File: src/i2crm_pkg.sv
// Package for the I2C register read master: payload types, codes and constants.
// Used by the front, back, top level and checker; depends on nothing.
package i2crm_pkg;

   localparam int unsigned BYTE_COUNT_MAX_DEFAULT = 255;

   localparam int unsigned CSR_INDEX_WIDTH = 2;
   localparam int unsigned CSR_DATA_WIDTH  = 16;

   localparam logic [CSR_INDEX_WIDTH-1:0] CSR_DEVICE_ADDRESS = 2'd0;
   localparam logic [CSR_INDEX_WIDTH-1:0] CSR_QUARTER_DELAY  = 2'd1;
   localparam logic [CSR_INDEX_WIDTH-1:0] CSR_STRETCH_LIMIT  = 2'd2;
   localparam logic [CSR_INDEX_WIDTH-1:0] CSR_SETTLE_TICKS   = 2'd3;

   localparam logic [7:0]  DEVICE_ADDRESS_RESET = 8'd170;
   localparam logic [9:0]  QUARTER_DELAY_RESET  = 10'd10;
   localparam logic [15:0] STRETCH_LIMIT_RESET  = 16'd200;
   localparam logic [15:0] SETTLE_TICKS_RESET   = 16'd200;

   localparam logic [1:0] PORT_IDLE = 2'd0;
   localparam logic [1:0] PORT_ONE  = 2'd1;
   localparam logic [1:0] PORT_TWO  = 2'd2;

   localparam logic [1:0] STATUS_NONE     = 2'd0;
   localparam logic [1:0] STATUS_DONE     = 2'd1;
   localparam logic [1:0] STATUS_TIMEOUT  = 2'd2;
   localparam logic [1:0] STATUS_REJECTED = 2'd3;

   localparam logic [3:0] BITS_PER_BYTE = 4'd8;

   typedef struct packed {
      logic       kind;
      logic [1:0] port_select;
      logic [7:0] command_byte;
      logic [7:0] byte_count;
      logic       scl_in;
      logic       sda_in;
   } req_type;

   typedef struct packed {
      logic       scl_release;
      logic       sda_release;
      logic [1:0] active_port;
      logic [7:0] rx_byte;
      logic       rx_valid;
      logic       rx_last;
      logic       busy_res;
      logic [1:0] status;
      logic       nack_seen;
   } rsp_type;

   typedef struct packed {
      logic       start;
      logic       reject;
      logic [1:0] port_select;
      logic [7:0] command_byte;
      logic [7:0] byte_count;
      logic       scl_in;
      logic       sda_in;
   } tick_type;

endpackage

File: src/i2crm_front.sv
// Front of the I2C register read master: classifies each tick and queues it.
// Depends on i2crm_pkg for the request and queued tick types.
module i2crm_front #(
   parameter int unsigned BYTE_COUNT_MAX = i2crm_pkg::BYTE_COUNT_MAX_DEFAULT
) (
   input  logic                 clock,
   input  logic                 reset,
   input  logic                 req_valid,
   output logic                 req_ready,
   input  i2crm_pkg::req_type   req_data,
   output logic                 tick_valid,
   input  logic                 tick_pop,
   output i2crm_pkg::tick_type  tick_data
);

   i2crm_pkg::tick_type entry_ff [2];
   logic                wr_ptr_ff, wr_ptr_in;
   logic                rd_ptr_ff, rd_ptr_in;
   logic [1:0]          count_ff, count_in;
   i2crm_pkg::tick_type classified;
   logic                port_ok;
   logic                push;
   logic                pop;

   always_comb begin
      port_ok = (req_data.port_select == i2crm_pkg::PORT_ONE) ||
                (req_data.port_select == i2crm_pkg::PORT_TWO);
      classified.start        = req_data.kind && port_ok;
      classified.reject       = req_data.kind && !port_ok;
      classified.port_select  = req_data.port_select;
      classified.command_byte = req_data.command_byte;
      classified.scl_in       = req_data.scl_in;
      classified.sda_in       = req_data.sda_in;
      classified.byte_count   = req_data.byte_count;
      if (req_data.byte_count == 8'd0) begin
         classified.byte_count = 8'd1;
      end
      if (32'(classified.byte_count) > BYTE_COUNT_MAX) begin
         classified.byte_count = 8'(BYTE_COUNT_MAX);
      end
   end

   assign req_ready  = (count_ff != 2'd2);
   assign tick_valid = (count_ff != 2'd0);
   assign tick_data  = entry_ff[rd_ptr_ff];
   assign push       = req_valid && req_ready;
   assign pop        = tick_pop && tick_valid;

   always_comb begin
      wr_ptr_in = push ? !wr_ptr_ff : wr_ptr_ff;
      rd_ptr_in = pop ? !rd_ptr_ff : rd_ptr_ff;
      count_in  = count_ff + 2'(push) - 2'(pop);
   end

   always_ff @(posedge clock) begin
      if (reset) begin
         wr_ptr_ff <= 1'b0;
         rd_ptr_ff <= 1'b0;
         count_ff  <= 2'd0;
      end else begin
         wr_ptr_ff <= wr_ptr_in;
         rd_ptr_ff <= rd_ptr_in;
         count_ff  <= count_in;
      end
      if (push) begin
         entry_ff[wr_ptr_ff] <= classified;
      end
   end

endmodule

File: src/i2crm_back.sv
// Back of the I2C register read master: bus sequencer, settings and result register.
// Depends on i2crm_pkg; takes classified ticks from i2crm_front.
module i2crm_back (
   input  logic                                      clock,
   input  logic                                      reset,
   input  logic                                      csr_write_enable,
   input  logic [i2crm_pkg::CSR_INDEX_WIDTH-1:0]     csr_index,
   input  logic [i2crm_pkg::CSR_DATA_WIDTH-1:0]      csr_wdata,
   input  logic                                      tick_valid,
   output logic                                      tick_pop,
   input  i2crm_pkg::tick_type                       tick_data,
   output logic                                      rsp_valid,
   input  logic                                      rsp_ready,
   output i2crm_pkg::rsp_type                        rsp_data
);

   typedef enum logic [4:0] {
      PH_IDLE, PH_SETTLE, PH_ST_A, PH_ST_B, PH_ST_C, PH_ST_D,
      PH_TX_SETUP, PH_TX_HIGH, PH_TX_WAIT, PH_TX_LOW,
      PH_TA_REL, PH_TA_WAIT, PH_TA_SAMPLE,
      PH_RX_HIGH, PH_RX_WAIT, PH_RX_ACK, PH_RX_END,
      PH_SP_A, PH_SP_B, PH_SP_C, PH_FINISH
   } phase_type;

   localparam logic [1:0] STAGE_ADDRESS = 2'd0;
   localparam logic [1:0] STAGE_COMMAND = 2'd1;
   localparam logic [1:0] STAGE_READ    = 2'd2;

   logic [7:0]         device_address_ff;
   logic [9:0]         quarter_delay_ff;
   logic [15:0]        stretch_limit_ff;
   logic [15:0]        settle_ticks_ff;

   phase_type          phase_ff, phase_in;
   logic [15:0]        delay_ff, delay_in;
   logic [15:0]        stretch_ff, stretch_in;
   logic [3:0]         bit_count_ff, bit_count_in;
   logic [7:0]         shift_ff, shift_in;
   logic [7:0]         bytes_left_ff, bytes_left_in;
   logic [7:0]         held_command_ff, held_command_in;
   logic [1:0]         held_port_ff, held_port_in;
   logic               nack_ff, nack_in;
   logic [1:0]         tx_stage_ff, tx_stage_in;
   logic               timed_out_ff, timed_out_in;
   logic               scl_drv_ff, scl_drv_in;
   logic               sda_drv_ff, sda_drv_in;
   logic               rsp_valid_ff, rsp_valid_in;
   i2crm_pkg::rsp_type rsp_data_ff, rsp_data_in;

   logic               pop;
   logic               stretch_wait;
   logic               finished;
   logic               busy;
   logic [3:0]         bit_next;
   logic [7:0]         left_next;
   logic [15:0]        hold_ticks;

   assign pop       = tick_valid && (!rsp_valid_ff || rsp_ready);
   assign tick_pop  = pop;
   assign rsp_valid = rsp_valid_ff;
   assign rsp_data  = rsp_data_ff;

   always_comb begin
      phase_in        = phase_ff;
      delay_in        = delay_ff;
      stretch_in      = stretch_ff;
      bit_count_in    = bit_count_ff;
      shift_in        = shift_ff;
      bytes_left_in   = bytes_left_ff;
      held_command_in = held_command_ff;
      held_port_in    = held_port_ff;
      nack_in         = nack_ff;
      tx_stage_in     = tx_stage_ff;
      timed_out_in    = timed_out_ff;
      scl_drv_in      = scl_drv_ff;
      sda_drv_in      = sda_drv_ff;
      rsp_data_in     = rsp_data_ff;
      rsp_valid_in    = rsp_valid_ff && !rsp_ready;
      stretch_wait    = 1'b0;
      finished        = 1'b0;
      busy            = 1'b0;
      hold_ticks      = {6'd0, quarter_delay_ff};
      bit_next        = bit_count_ff + 4'd1;
      left_next       = (bytes_left_ff != 8'd0) ? bytes_left_ff - 8'd1 : 8'd0;

      if (pop) begin
         rsp_data_in          = '0;
         rsp_valid_in         = 1'b1;
         rsp_data_in.status   = i2crm_pkg::STATUS_NONE;
         if (phase_ff == PH_IDLE) begin
            if (tick_data.start) begin
               held_port_in    = tick_data.port_select;
               held_command_in = tick_data.command_byte;
               bytes_left_in   = tick_data.byte_count;
               nack_in         = 1'b0;
               timed_out_in    = 1'b0;
               tx_stage_in     = STAGE_ADDRESS;
               shift_in        = device_address_ff;
               bit_count_in    = 4'd0;
               scl_drv_in      = 1'b1;
               sda_drv_in      = 1'b1;
               phase_in        = PH_SETTLE;
               delay_in        = settle_ticks_ff;
            end else if (tick_data.reject) begin
               rsp_data_in.status = i2crm_pkg::STATUS_REJECTED;
            end
         end else if (delay_ff != 16'd0) begin
            delay_in = delay_ff - 16'd1;
         end else begin
            unique case (phase_ff)
               PH_SETTLE: begin
                  phase_in = PH_ST_A;
               end
               PH_ST_A: begin
                  sda_drv_in = 1'b1;
                  delay_in   = hold_ticks;
                  phase_in   = PH_ST_B;
               end
               PH_ST_B: begin
                  scl_drv_in = 1'b1;
                  delay_in   = hold_ticks;
                  phase_in   = PH_ST_C;
               end
               PH_ST_C: begin
                  sda_drv_in = 1'b0;
                  delay_in   = hold_ticks;
                  phase_in   = PH_ST_D;
               end
               PH_ST_D: begin
                  scl_drv_in   = 1'b0;
                  delay_in     = hold_ticks;
                  bit_count_in = 4'd0;
                  phase_in     = PH_TX_SETUP;
               end
               PH_TX_SETUP: begin
                  scl_drv_in = 1'b0;
                  sda_drv_in = shift_ff[7];
                  delay_in   = hold_ticks;
                  phase_in   = PH_TX_HIGH;
               end
               PH_TX_HIGH: begin
                  scl_drv_in = 1'b1;
                  stretch_in = 16'd0;
                  phase_in   = PH_TX_WAIT;
               end
               PH_TX_WAIT: begin
                  if (tick_data.scl_in) begin
                     delay_in = hold_ticks;
                     phase_in = PH_TX_LOW;
                  end else begin
                     stretch_wait = 1'b1;
                  end
               end
               PH_TX_LOW: begin
                  scl_drv_in   = 1'b0;
                  shift_in     = {shift_ff[6:0], 1'b0};
                  bit_count_in = bit_next;
                  if (bit_next >= i2crm_pkg::BITS_PER_BYTE) begin
                     delay_in = hold_ticks;
                     phase_in = PH_TA_REL;
                  end else begin
                     phase_in = PH_TX_SETUP;
                  end
               end
               PH_TA_REL: begin
                  sda_drv_in = 1'b1;
                  scl_drv_in = 1'b1;
                  stretch_in = 16'd0;
                  phase_in   = PH_TA_WAIT;
               end
               PH_TA_WAIT: begin
                  if (tick_data.scl_in) begin
                     delay_in = hold_ticks;
                     phase_in = PH_TA_SAMPLE;
                  end else begin
                     stretch_wait = 1'b1;
                  end
               end
               PH_TA_SAMPLE: begin
                  if (tick_data.sda_in) begin
                     nack_in = 1'b1;
                  end
                  scl_drv_in   = 1'b0;
                  delay_in     = hold_ticks;
                  bit_count_in = 4'd0;
                  if (tx_stage_ff == STAGE_ADDRESS) begin
                     tx_stage_in = STAGE_COMMAND;
                     shift_in    = held_command_ff;
                     phase_in    = PH_TX_SETUP;
                  end else if (tx_stage_ff == STAGE_COMMAND) begin
                     tx_stage_in = STAGE_READ;
                     shift_in    = device_address_ff + 8'd1;
                     phase_in    = PH_ST_A;
                  end else begin
                     shift_in = 8'd0;
                     phase_in = PH_RX_HIGH;
                  end
               end
               PH_RX_HIGH: begin
                  sda_drv_in = 1'b1;
                  scl_drv_in = 1'b1;
                  stretch_in = 16'd0;
                  phase_in   = PH_RX_WAIT;
               end
               PH_RX_WAIT: begin
                  if (tick_data.scl_in) begin
                     shift_in     = {shift_ff[6:0], tick_data.sda_in};
                     scl_drv_in   = 1'b0;
                     delay_in     = hold_ticks;
                     bit_count_in = bit_next;
                     phase_in     = (bit_next >= i2crm_pkg::BITS_PER_BYTE) ?
                                    PH_RX_ACK : PH_RX_HIGH;
                  end else begin
                     stretch_wait = 1'b1;
                  end
               end
               PH_RX_ACK: begin
                  sda_drv_in = (bytes_left_ff > 8'd1) ? 1'b0 : 1'b1;
                  scl_drv_in = 1'b1;
                  delay_in   = hold_ticks;
                  phase_in   = PH_RX_END;
               end
               PH_RX_END: begin
                  scl_drv_in           = 1'b0;
                  sda_drv_in           = 1'b1;
                  rsp_data_in.rx_valid = 1'b1;
                  rsp_data_in.rx_byte  = shift_ff;
                  rsp_data_in.rx_last  = (bytes_left_ff <= 8'd1);
                  bytes_left_in        = left_next;
                  shift_in             = 8'd0;
                  bit_count_in         = 4'd0;
                  delay_in             = hold_ticks;
                  phase_in             = (left_next == 8'd0) ? PH_SP_A : PH_RX_HIGH;
               end
               PH_SP_A: begin
                  scl_drv_in = 1'b0;
                  sda_drv_in = 1'b0;
                  delay_in   = hold_ticks;
                  phase_in   = PH_SP_B;
               end
               PH_SP_B: begin
                  scl_drv_in = 1'b1;
                  delay_in   = hold_ticks;
                  phase_in   = PH_SP_C;
               end
               PH_SP_C: begin
                  sda_drv_in = 1'b1;
                  delay_in   = hold_ticks;
                  phase_in   = PH_FINISH;
               end
               default: begin
                  rsp_data_in.status = timed_out_ff ? i2crm_pkg::STATUS_TIMEOUT :
                                                      i2crm_pkg::STATUS_DONE;
                  finished   = 1'b1;
                  scl_drv_in = 1'b1;
                  sda_drv_in = 1'b1;
                  phase_in   = PH_IDLE;
               end
            endcase
            if (stretch_wait) begin
               if (stretch_ff >= stretch_limit_ff) begin
                  timed_out_in = 1'b1;
                  scl_drv_in   = 1'b0;
                  phase_in     = PH_SP_A;
                  delay_in     = 16'd0;
               end else begin
                  stretch_in = stretch_ff + 16'd1;
               end
            end
         end
         busy                    = (phase_in != PH_IDLE);
         rsp_data_in.scl_release = scl_drv_in;
         rsp_data_in.sda_release = sda_drv_in;
         rsp_data_in.active_port = busy ? held_port_in : i2crm_pkg::PORT_IDLE;
         rsp_data_in.busy_res    = busy;
         rsp_data_in.nack_seen   = (busy || finished) ? nack_in : 1'b0;
      end
   end

   always_ff @(posedge clock) begin
      if (reset) begin
         device_address_ff <= i2crm_pkg::DEVICE_ADDRESS_RESET;
         quarter_delay_ff  <= i2crm_pkg::QUARTER_DELAY_RESET;
         stretch_limit_ff  <= i2crm_pkg::STRETCH_LIMIT_RESET;
         settle_ticks_ff   <= i2crm_pkg::SETTLE_TICKS_RESET;
         phase_ff          <= PH_IDLE;
         delay_ff          <= 16'd0;
         stretch_ff        <= 16'd0;
         bit_count_ff      <= 4'd0;
         shift_ff          <= 8'd0;
         bytes_left_ff     <= 8'd0;
         held_command_ff   <= 8'd0;
         held_port_ff      <= 2'd0;
         nack_ff           <= 1'b0;
         tx_stage_ff       <= STAGE_ADDRESS;
         timed_out_ff      <= 1'b0;
         scl_drv_ff        <= 1'b1;
         sda_drv_ff        <= 1'b1;
         rsp_valid_ff      <= 1'b0;
      end else begin
         if (csr_write_enable) begin
            unique case (csr_index)
               i2crm_pkg::CSR_DEVICE_ADDRESS: device_address_ff <= csr_wdata[7:0];
               i2crm_pkg::CSR_QUARTER_DELAY:  quarter_delay_ff  <= csr_wdata[9:0];
               i2crm_pkg::CSR_STRETCH_LIMIT:  stretch_limit_ff  <= csr_wdata;
               i2crm_pkg::CSR_SETTLE_TICKS:   settle_ticks_ff   <= csr_wdata;
               default: ;
            endcase
         end
         phase_ff        <= phase_in;
         delay_ff        <= delay_in;
         stretch_ff      <= stretch_in;
         bit_count_ff    <= bit_count_in;
         shift_ff        <= shift_in;
         bytes_left_ff   <= bytes_left_in;
         held_command_ff <= held_command_in;
         held_port_ff    <= held_port_in;
         nack_ff         <= nack_in;
         tx_stage_ff     <= tx_stage_in;
         timed_out_ff    <= timed_out_in;
         scl_drv_ff      <= scl_drv_in;
         sda_drv_ff      <= sda_drv_in;
         rsp_valid_ff    <= rsp_valid_in;
      end
      rsp_data_ff <= rsp_data_in;
   end

endmodule

File: src/i2c_register_read_master_unit.sv
// I2C register read master. Each request item is one bus timing tick; every
// tick yields exactly one result item with the line drives and status. The
// block takes one tick per clock and sustains that rate while results are not
// stalled. Each tick passes a two-entry queue, which absorbs up to two ticks in
// a stall, from the tick classifier to the bus sequencer, which registers its
// result; the sequencer's per-tick step is one 16-bit count-down and compare. The
// user writes settings through the csr_ port only while no transaction is running;
// the block does not enforce this. Depends on i2crm_pkg, i2crm_front and i2crm_back.
module i2c_register_read_master_unit #(
   parameter int unsigned BYTE_COUNT_MAX = i2crm_pkg::BYTE_COUNT_MAX_DEFAULT
) (
   input  logic                                  clock,
   input  logic                                  reset,
   input  logic                                  req_valid,
   output logic                                  req_ready,
   input  i2crm_pkg::req_type                    req_data,
   output logic                                  rsp_valid,
   input  logic                                  rsp_ready,
   output i2crm_pkg::rsp_type                    rsp_data,
   input  logic                                  csr_write_enable,
   input  logic [i2crm_pkg::CSR_INDEX_WIDTH-1:0] csr_index,
   input  logic [i2crm_pkg::CSR_DATA_WIDTH-1:0]  csr_wdata
);

   logic                tick_valid;
   logic                tick_pop;
   i2crm_pkg::tick_type tick_data;

   i2crm_front #(
      .BYTE_COUNT_MAX (BYTE_COUNT_MAX)
   ) u_front (
      .clock      (clock),
      .reset      (reset),
      .req_valid  (req_valid),
      .req_ready  (req_ready),
      .req_data   (req_data),
      .tick_valid (tick_valid),
      .tick_pop   (tick_pop),
      .tick_data  (tick_data)
   );

   i2crm_back u_back (
      .clock            (clock),
      .reset            (reset),
      .csr_write_enable (csr_write_enable),
      .csr_index        (csr_index),
      .csr_wdata        (csr_wdata),
      .tick_valid       (tick_valid),
      .tick_pop         (tick_pop),
      .tick_data        (tick_data),
      .rsp_valid        (rsp_valid),
      .rsp_ready        (rsp_ready),
      .rsp_data         (rsp_data)
   );

endmodule

File: config.mk
export PLATFORM = sky130hd
export DESIGN_NAME = i2c_register_read_master_unit
export DESIGN_NICKNAME = d
export VERILOG_FILES = /design/src/i2crm_pkg.sv /design/src/i2crm_front.sv /design/src/i2crm_back.sv /design/src/i2c_register_read_master_unit.sv
export SDC_FILE = /design/constraint.sdc
export NUM_CORES = 1
export LEC_CHECK = 0
export BUFFER_PORTS_ARGS = -buffer_cell sky130_fd_sc_hd__clkbuf_2
export CORE_ASPECT_RATIO = 1.1
export CORE_MARGIN = 10
export CORE_UTILIZATION = 34
export CTS_BUF_LIST = sky130_fd_sc_hd__clkbuf_4
export DETAILED_ROUTE_END_ITERATION = 6
export GPL_ROUTABILITY_DRIVEN = 0
export PLACE_DENSITY_LB_ADDON = 0.08
export SLEW_MARGIN = 0
export SYNTH_ARGS = -nofsm -noshare
export SYNTH_HDL_FRONTEND = slang
export SYNTH_SLANG_ARGS = --single-unit
File: constraint.sdc
create_clock -name clock -period 2.6 [get_ports clock]
set_input_delay 0.26 -clock clock [delete_from_list [all_inputs] [get_ports clock]]
set_output_delay 0.26 -clock clock [all_outputs]
set_load 0.005 [all_outputs]
==> impl_metrics.tcl, run 1 <==
set metrics [dict create \
    crit_slowest_cell "or3_4" \
    max-cap-violations 0 \
    grt_max_degree 48 \
    grt_usage_pct 15.5 \
    num_rows 64 \
    regArea_sq_um 4450 \
    p_per_area_nw_per_um2 986 \
    antenna_left 0 \
    initial_utilization_pct 34.7 \
    grt.overflow.total 0 \
    path_max_fanout 15 \
    max_freq_mhz 400 \
    grt_pass1_vias 8152 \
    hold_path.class "input port to flip-flop" \
    die_x_um 181 \
    ys_seq_area_share_pct 45.8 \
    drv_slew 0 \
    status "finished, final reports clean" \
    tns_ps 0 \
    clock_sinks 191 \
    startpoint_type "flip-flop" \
    relSlewSlack_pct 48.6 \
    drt-total-wl_mm 28.0 \
    ys_types 77 \
    antenna_found_initial 2 \
    setup_viol 0 \
    firstDrtPassIters 5 \
    cts_max_path_buffers 2 \
    drcViolationCount 0 \
    ys_warn_count 0 \
    worstPathArrival_ps 3070 \
    cts_tree "built" \
    clock_latency_ps 610 \
    route.detailed.wl_per_inst_um 17.2 \
    crit_buf_inv 2 \
    fill_cells 2852 \
    fin_crit_sh_pct 96.3 \
    vdd_drop_max_mv 0.504 \
    vias_per_cell 5.14 \
    dieArea_sq_um 35700 \
    htreeDepth 4 \
    syn_nets 1153 \
    io_pins 64 \
    synth_area_per_cell_sq_um 8.95 \
    cpMostUsedCell "buf_4" \
    fin_nets 1316 \
    power_uw 11800 \
    tightest_slew_ps 769 \
    dpl.hpwl_mm 20.5 \
    port_buffers 63 \
    clkSlewWorstSetupHoldPaths_ps 180 \
    multiInputGateArea_sq_um 5020 \
    cts_root_buffer "clkbuf_4" \
    core-area_sq_um 27900 \
    clock_skew_ps 39.6 \
    drive_gt1_share_pct 22.1 \
    num_vias 8352 \
    drt_iter0_markers 520 \
    power.leakage_uw 0.00456 \
    rsz0062_at_grt "true" \
    synth_ff_type "dfxtp_1" \
    cp_cell_sequence "or3_4 > nand4b_4 > nor4_4 > nand2_1 > buf_4 > or3_1 > buf_4 > nor4_1 > a21o_1" \
    numCtsBuffers 17 \
    end_kind "flip-flop" \
    critPathRequiredTime_ps 3170 \
    synth_enable_flop_cells 62 \
    area_growth_syn_to_layout_pct 23.0 \
    crit_family "simple AND/OR/NAND/NOR gates" \
    criticalPathCategory "flip-flop to flip-flop" \
    hold_viol_final 0 \
    critPathMaxStageDelay_ps 400 \
    netlist_instances 1084 \
    fp.dieH_um 197 \
    ys_async_sr_fraction_pct 0 \
    grt_pass1_wl_mm 44.9 \
    holdWs_ps 55.0 \
    syn_area_sq_um 9700 \
    fin_crit_ps 2500 \
    ys_ff_latch 191 \
]
==> per-stage QoR <==
| stage | instances | instance area (sq um) | setup WS (ps) | utilization, % |
|---|---|---|---|---|
| 3_5_place_dp | 1548 | 11000 | -312 | 39.4 |
| 5_1_grt | 1625 | 11900 | -34.5 | 42.7 |
| 2_1_floorplan | 1084 | 9700 | 19.3 | - |
| 4_1_cts | 1619 | 11700 | 8.37 | 41.9 |
| 6_report | 1625 | 11900 | 97.4 | 42.7 |
| 3_3_place_gp | 1548 | 11000 | -322 | 39.4 |
==> layout by cell type (no fill, tap or decap), types with 19 or more instances in the layout <==
cell type	instances
a21oi_1	86
buf_4	109
clkbuf_2	62
clkbuf_4	19
dfxtp_1	121
dlygate4sd3_1	39
edfxtp_1	62
ha_1	21
inv_1	34
mux2i_1	40
nand2_1	145
nor2_1	111
nor3_1	28
o211ai_1	20
o21ai_0	44
==> Yosys cell counts, drive strengths merged, types with 5 or more instances <==
cell    number  area, sq um
a21oi       89          460
nor4        20          155
o21ai       52          264
a221o        5         50.1
o211ai      21          163
clkbuf      56          210
a22oi        5         37.5
inv         36          135
dfxtp      129         2580
or3         10         67.6
buf         15         80.1
a211o        6         52.6
o22ai       16          100
a221oi       7         61.3
nor2       113          427
nor3        31          155
mux2        12          135
nand2      146          556
or4          5         37.5
nor2b       10         62.6
and2        13         81.3
mux2i       40          400
nand3       17         85.1
a211oi      20          150
o32ai        6         52.6
nand4        5         37.5
edfxtp      62         1860
o21a         6         45.0
xnor2       14          123
xor2        10         87.6
a21o        10         75.1
ha          25          313
a31oi        5         31.3
nand2b       8         50.1
==> cell families (layout without fill, tap and decap cells) <==
kind of cell               after synthesis  after routing  synth area share [%]
adders and majority gates               25             25                  3.23
and+or+nand+nor                        404            404                  19.9
AOI/OAI and AO/OA                      280            280                  18.9
buffers and inverters                  108            284                  4.43
other                                    0              2                     0
muxes                                   52             52                  5.52
DFF                                    191            191                  45.8
xor gates and xnor gates                24             24                  2.17
==> metal layers <==
layer  GRT usage, %  wire (um)  vias to the layer above
met2           25.6      13200                      144
met3           3.04       1050                       32
met1           20.3      13300                     3930
met4           4.13        481                        2
li1               -          -                     4244
met5              0         14                        -
==> area by class of cell <==
class                      instances  area share (%)
antenna                            2          0.0420
clock buffer                      19            1.20
clock inverter                    13            1.02
inverter                          37            1.18
multi-input combinational        785            42.1
sequential                       191            37.4
tap                              363            3.81
timing repair buffer             215            13.3
==> registers in the layout (all words and copies together) (netlist names), 10 cells and up, named ones only <==
name and cells:
u_back.rsp_data 18, u_back.stretch_limit_ff 16, u_back.settle_ticks_ff 16, u_back.delay_ff 16
u_front.entry_ff 44, u_back.stretch_ff 16, u_back.quarter_delay_ff 10
==> power by group <==
group          switching, uW  total (uW)  internal, uW
logic                   3520        6100          2570
registers                377        4060          3680
clock network           1160        1600           440
total                   5060       11800          6700
==> worst paths after layout <==
path / to / startpoint / slack [ps] / cells after the start
max: u_back.stretch_ff[9] / u_back.delay_ff[3] / 100 / 9
min: u_back.stretch_ff[15] / reset / 50 / 2
max reg2reg: u_back.stretch_ff[9] / u_back.delay_ff[3] / 100 / 9
min reg2reg: u_back.stretch_limit_ff[4] / u_back.stretch_limit_ff[4] / 470 / 2
==> repair_timing <==
action / in CTS / in global routing
hold buffers: 39 / 0
hold endpoints to repair: 95 / 0
gates resized for setup: 7 / 41
endpoints found under the setup margin: 18 / 45
pin swaps: 3 / 16
setup buffers: 0 / 4
(Power assumes the default switching activity.)
==> run 2, diff against run 1 <==
Settings changed: ABC_AREA from default to 1, HOLD_SLACK_MARGIN from default to 0.12.
Clock period 2.6 ns to 2.75 ns, I/O delays scaled along.
==> run 2 against run 1 <==
  * Total power shrank 7.9%
  * Wire length grew 0.98%
  * Sequential share of layout area grew 1.7 points
  * Register-to-register slack gained 150 ps
  * Critical path type unchanged
==> impl_metrics.tcl, run 2 <==
set metrics [dict create \
    drive_gt1_share_pct 13.4 \
    fin_nets 1455 \
    rsz0062_at_grt "false" \
    synth_area_per_cell_sq_um 7.71 \
    dpl.hpwl_mm 20.6 \
    end_kind "flip-flop" \
    startpoint_type "flip-flop" \
    netlist_top_cells_count "nand2_1 (273), nor2_1 (136), inv_1 (132)" \
    route.detailed.wl_per_inst_um 16.0 \
    critPathRequiredTime_ps 3250 \
    fp.dieH_um 199 \
    firstDrtPassIters 5 \
    core-area_sq_um 28600 \
    criticalPathCategory "flip-flop to flip-flop" \
    ys_ff_latch 191 \
    worstPathArrival_ps 3010 \
    fin_crit_ps 2510 \
    syn_area_sq_um 9860 \
    dieArea_sq_um 36200 \
    largest_register_ffs 44 \
    crit_slowest_cell "dfxtp_1" \
    cts_root_buffer "clkbuf_4" \
    initial_utilization_pct 34.5 \
    status "finished, final reports clean" \
    io_pins 64 \
    yosysMostFrequentCell "nand2_1" \
    max_freq_mhz 399 \
    yosysTopAreaCell "dfxtp_1" \
    max-cap-violations 0 \
    num_vias 8652 \
    path_max_fanout 11 \
    hold_viol_final 0 \
    final_cell_mix "nand2_1 (273), nor2_1 (133), inv_1 (131)" \
    synth_top_area_share_pct 26.2 \
    drt-total-wl_mm 28.2 \
    place_area_sq_um 10600 \
    ys_types 52 \
    power.leakage_uw 0.00482 \
    port_buffers 63 \
    grt.overflow.total 0 \
    grt_pass1_wl_mm 46.0 \
    relSlewSlack_pct 48.7 \
    syn_nets 1349 \
    drv_slew 0 \
    critPathMaxStageDelay_ps 350 \
    fin_area_sq_um 11400 \
    tightest_slew_ps 769 \
    num_rows 65 \
    grt_max_degree 46 \
    final_common_cell "nand2_1" \
    die_x_um 182 \
    drcViolationCount 0 \
    netlist_instances 1280 \
    area_growth_syn_to_layout_pct 15.5 \
    synth_enable_flop_cells 62 \
    ys_async_sr_fraction_pct 0 \
    fin_crit_sh_pct 91.2 \
    ys_seq_area_share_pct 45.1 \
    synth_ff_type "dfxtp_1" \
    tns_ps 0 \
    setup_viol 0 \
    htreeDepth 4 \
    ys_warn_count 0 \
    clock_skew_ps 38.3 \
    vdd_drop_max_mv 0.397 \
    largest_register "u_front.entry_ff" \
    antenna_left 0 \
    clock_latency_ps 620 \
    synth_area_leaders "dfxtp_1 (26%), edfxtp_1 (19%), nand2_1 (10%)" \
    clkSlewWorstSetupHoldPaths_ps 190 \
    cp_cell_sequence "inv_1 > ha_1 > nand2_2 > nor2_4 > nand3_2 > nor2_4 > nand3_4 > nor2_8 > nand2_4 > inv_2 > nand2_1 > o21ai_0 > a21oi_1" \
    hold_path.class "input port to flip-flop" \
    grt_pass1_vias 8611 \
    drt_iter0_markers 462 \
    p_per_area_nw_per_um2 951 \
    cts_max_path_buffers 2 \
    cpMostUsedCell "nor2_4" \
    vias_per_cell 4.89 \
    clock_sinks 191 \
    antenna_found_initial 1 \
    cts_tree "built" \
    grt_usage_pct 15.8 \
    numCtsBuffers 17 \
]
[run 2: changes by cell type after synthesis, sizes merged, moves of 13 or more]
cell / change
nand2: +144
inv: +109
o21ai: +77
nor2: +41
mux2i: -39
nand3: +37
a21oi: +34
clkbuf: -21
nor4: -18
nor3: -16
nand4: +14
o211ai: -14
a31oi: +13
[run 2: stage by stage]
stage	hold slack (ps)	utilization (%)	cells	total power, uW	setup slack (ps)
after floorplan	374	-	1280	7720	208
after CTS	336	39.8	1767	11000	193
after global routing	348	39.8	1768	11800	0.445
after global placement	435	37.0	1686	9260	220
final	395	39.8	1768	10800	243
after detailed placement	447	37.0	1686	9200	200
[run 2: cells by family (layout without fill, tap and decap cells)]
logic type / after synthesis / count (layout) / share of synthesized area (%)
AOI/OAI and AO/OA: 306 / 306 / 16.9
xor gates and xnor gates: 19 / 19 / 1.69
adders and majority gates: 25 / 25 / 3.17
buffers and inverters: 198 / 317 / 8.22
DFF: 191 / 191 / 45.1
muxes: 1 / 1 / 0.101
other: 0 / 1 / 0
and+or+nand+nor: 540 / 540 / 24.8
[run 2: layer usage]
| layer | up-vias | track usage (%) | routed length (um) |
|---|---|---|---|
| met5 | - | 0 | 0 |
| met2 | 159 | 27.7 | 14000 |
| met3 | 36 | 2.73 | 860 |
| met1 | 3985 | 19.2 | 12900 |
| li1 | 4472 | - | - |
| met4 | 0 | 4.91 | 542 |
[run 2: final timing paths]
path,from,to,slack [ps],cells after the start
worst min-delay path,req_data[17],u_front.entry_ff[1][17],400,2
worst max register to register,u_back.delay_ff[0],u_back.stretch_ff[10],240,13
worst min register to register,u_back.stretch_limit_ff[1],u_back.stretch_limit_ff[1],470,2
worst max-delay path,u_back.delay_ff[0],u_back.stretch_ff[10],240,13
[run 2: what timing repair did]
item,CTS,global route
setup buffers,0,0
resized for setup,0,2
hold buffers,49,0
setup endpoints to repair,0,7
endpoints found under the hold margin,102,0
[run 2: power breakdown]
| group | internal (uW) | switching, uW | leakage (uW) |
|---|---|---|---|
| combinational | 1690 | 3610 | 0.00302 |
| clock | 504 | 1140 | 0.000168 |
| sequential | 3540 | 355 | 0.00164 |
| total | 5730 | 5100 | 0.00482 |
[run 2: worst max-delay path, delay by kind of cell (launching register included)]
kind	cells	cell delay, ps
and+or+nand+nor	8	1210
DFF	1	350
AOI/OAI and AO/OA	2	340
buffers and inverters	2	260
adders and majority gates	1	250
[run 2: area by class of cell]
class                      instances  area [sq um]
antenna                            1          2.50
tap                              368           460
fill                            3025         17200
clock inverter                    15           178
multi-input combinational        891          4620
timing repair buffer             137           993
clock buffer                      17           128
sequential                       191          4440
inverter                         148           563
==> run 3, diff against run 2 <==
Settings changed: CORE_UTILIZATION 34 to 40, PLACE_DENSITY_LB_ADDON 0.08 to default.
==> run 3 against run 2 <==
  * Wire length shrank 9.5%
  * Clock-buffer cell count is the same
  * Utilization grew 6.3 points
  * Clock power is essentially flat
  * Combinational power shrank 1%
  * Sequential cell count is the same
  * Register-to-register slack is essentially flat
  * Maximum frequency shrank 0.25%
  * Sequential power is essentially flat
  * Critical endpoint unchanged
  * Highest routed layer unchanged
==> impl_metrics.tcl, run 3 (same netlist as run 2, synthesis figures left out) <==
set metrics [dict create \
    status "finished, final reports clean" \
    clkSlewWorstSetupHoldPaths_ps 170 \
    fill_cells 2417 \
    dpl.hpwl_mm 18.6 \
    critPathMaxStageDelay_ps 360 \
    place_area_sq_um 10500 \
    antenna_found_initial 1 \
    tightest_slew_ps 696 \
    vias_per_cell 5.10 \
    critPathRequiredTime_ps 3210 \
    end_kind "flip-flop" \
    vdd_drop_max_mv 0.425 \
    cpMostUsedCell "nor2_4" \
    post_cts_buffers 0 \
    drt_iter0_markers 561 \
    regArea_sq_um 4450 \
    hold_viol_final 0 \
    drcViolationCount 0 \
    relSlewSlack_pct 53.3 \
    multiInputGateArea_sq_um 4620 \
    antenna_left 0 \
    drt-total-wl_mm 25.6 \
    area_growth_syn_to_layout_pct 14.0 \
    clock_sinks 191 \
    fin_crit_sh_pct 91.4 \
    core-area_sq_um 24400 \
    cp_cell_sequence "inv_1 > ha_1 > nand2_2 > nor2_4 > nand3_2 > nor2_4 > nand3_4 > nor2_8 > nand2_4 > inv_2 > nand2_1 > o21ai_0 > a21oi_1" \
    clock_skew_ps 46.0 \
    grt_usage_pct 16.6 \
    htreeDepth 4 \
    num_rows 60 \
    grt_max_degree 58 \
    die_x_um 170 \
    rr_worst_depth 13 \
    max-cap-violations 0 \
    grt.overflow.total 0 \
    port_buffers 63 \
    io_pins 64 \
    hold_path.class "input port to flip-flop" \
    setup_viol 0 \
    route.detailed.wl_per_inst_um 15.0 \
    rsz0062_at_grt "false" \
    drv_slew 0 \
    cts_tree "built" \
    drive_gt1_share_pct 13.1 \
    firstDrtPassIters 6 \
    fin_crit_ps 2510 \
    p_per_area_nw_per_um2 956 \
    crit_family "simple AND/OR/NAND/NOR gates" \
    fp.dieH_um 185 \
    largest_register_ffs 44 \
    cts_root_buffer "clkbuf_4" \
    fin_area_sq_um 11200 \
    final_common_cell "nand2_1" \
    tns_ps 0 \
    criticalPathCategory "flip-flop to flip-flop" \
    grt_pass1_wl_mm 42.4 \
    grt_pass1_vias 8389 \
    numCtsBuffers 17 \
    startpoint_type "flip-flop" \
    num_vias 8683 \
    cts_max_path_buffers 2 \
    max_freq_mhz 398 \
    crit_slowest_cell "dfxtp_1" \
    path_max_fanout 11 \
    dieArea_sq_um 31300 \
    fin_nets 1446 \
    holdPathStages 5 \
    crit_cells 13 \
    worstPathArrival_ps 2980 \
    power.leakage_uw 0.00476 \
    clock_latency_ps 600 \
    r2r_setup_slack_ps 240 \
    crit_buf_inv 2 \
    final_cell_mix "nand2_1 (273), nor2_1 (134), inv_1 (131)" \
    initial_utilization_pct 40.4 \
    largest_register "u_front.entry_ff" \
]
-- run 3: worst reg2reg max path, delay by kind of cell, from the launching register on --
family	cells	cell delay, ps
buffers and inverters	2	270
AO/OA/AOI/OAI	2	330
AND/OR/NAND/NOR	8	1190
adder cells (fa/ha/maj)	1	250
flip-flops	1	360
-- run 3: final cells by class --
type / count / share of cell area [%]
diodes: 1 / 0.0222
clock buffers: 17 / 1.13
clock inverters: 15 / 1.58
inverters: 148 / 5.01
multi-input cells: 891 / 41.1
flip-flops and latches: 191 / 39.5
well taps: 310 / 3.45
repair buffers: 128 / 8.23
-- run 3: what timing repair did --
item                       4_1_cts  5_1_grt
hold endpoints to repair        96        0
hold buffers                    44        0
gates resized for setup          0        2
setup endpoints to repair        0        4
-- run 3: report_power, final --
group / internal (uW) / leakage [uW] / switching, uW / total, uW
clock network: 570 / 0.000159 / 1070 / 1640
logic: 1690 / 0.00296 / 3530 / 5220
registers: 3540 / 0.00164 / 353 / 3890
total: 5800 / 0.00476 / 4950 / 10700
-- run 3: metal layers --
metal	share of wire (%)	global-route usage, %	vias to the layer above
met5	0	0	-
met4	2.9	6.64	0
met3	3.8	2.59	54
met2	48	27.7	227
met1	46	21.0	3958
li1	-	-	4444
-- run 3: final timing paths --
path / startpoint / endpoint
max: u_back.delay_ff[0] / u_back.stretch_ff[10]
min: csr_write_enable / u_back.stretch_limit_ff[7]
max reg2reg: u_back.delay_ff[0] / u_back.stretch_ff[10]
min reg2reg: u_back.stretch_limit_ff[14] / u_back.stretch_limit_ff[14]
-- run 3: stage by stage --
stage	setup WS [ps]	cells	hold slack [ps]	power, uW	utilization (%)
after floorplan	208	1280	374	7720	-
after global placement	177	1624	439	9080	43.0
after detailed placement	107	1624	450	9090	43.0
after CTS	127	1700	153	10800	46.1
after global routing	35.3	1701	198	11600	46.1
final	236	1701	196	10700	46.1
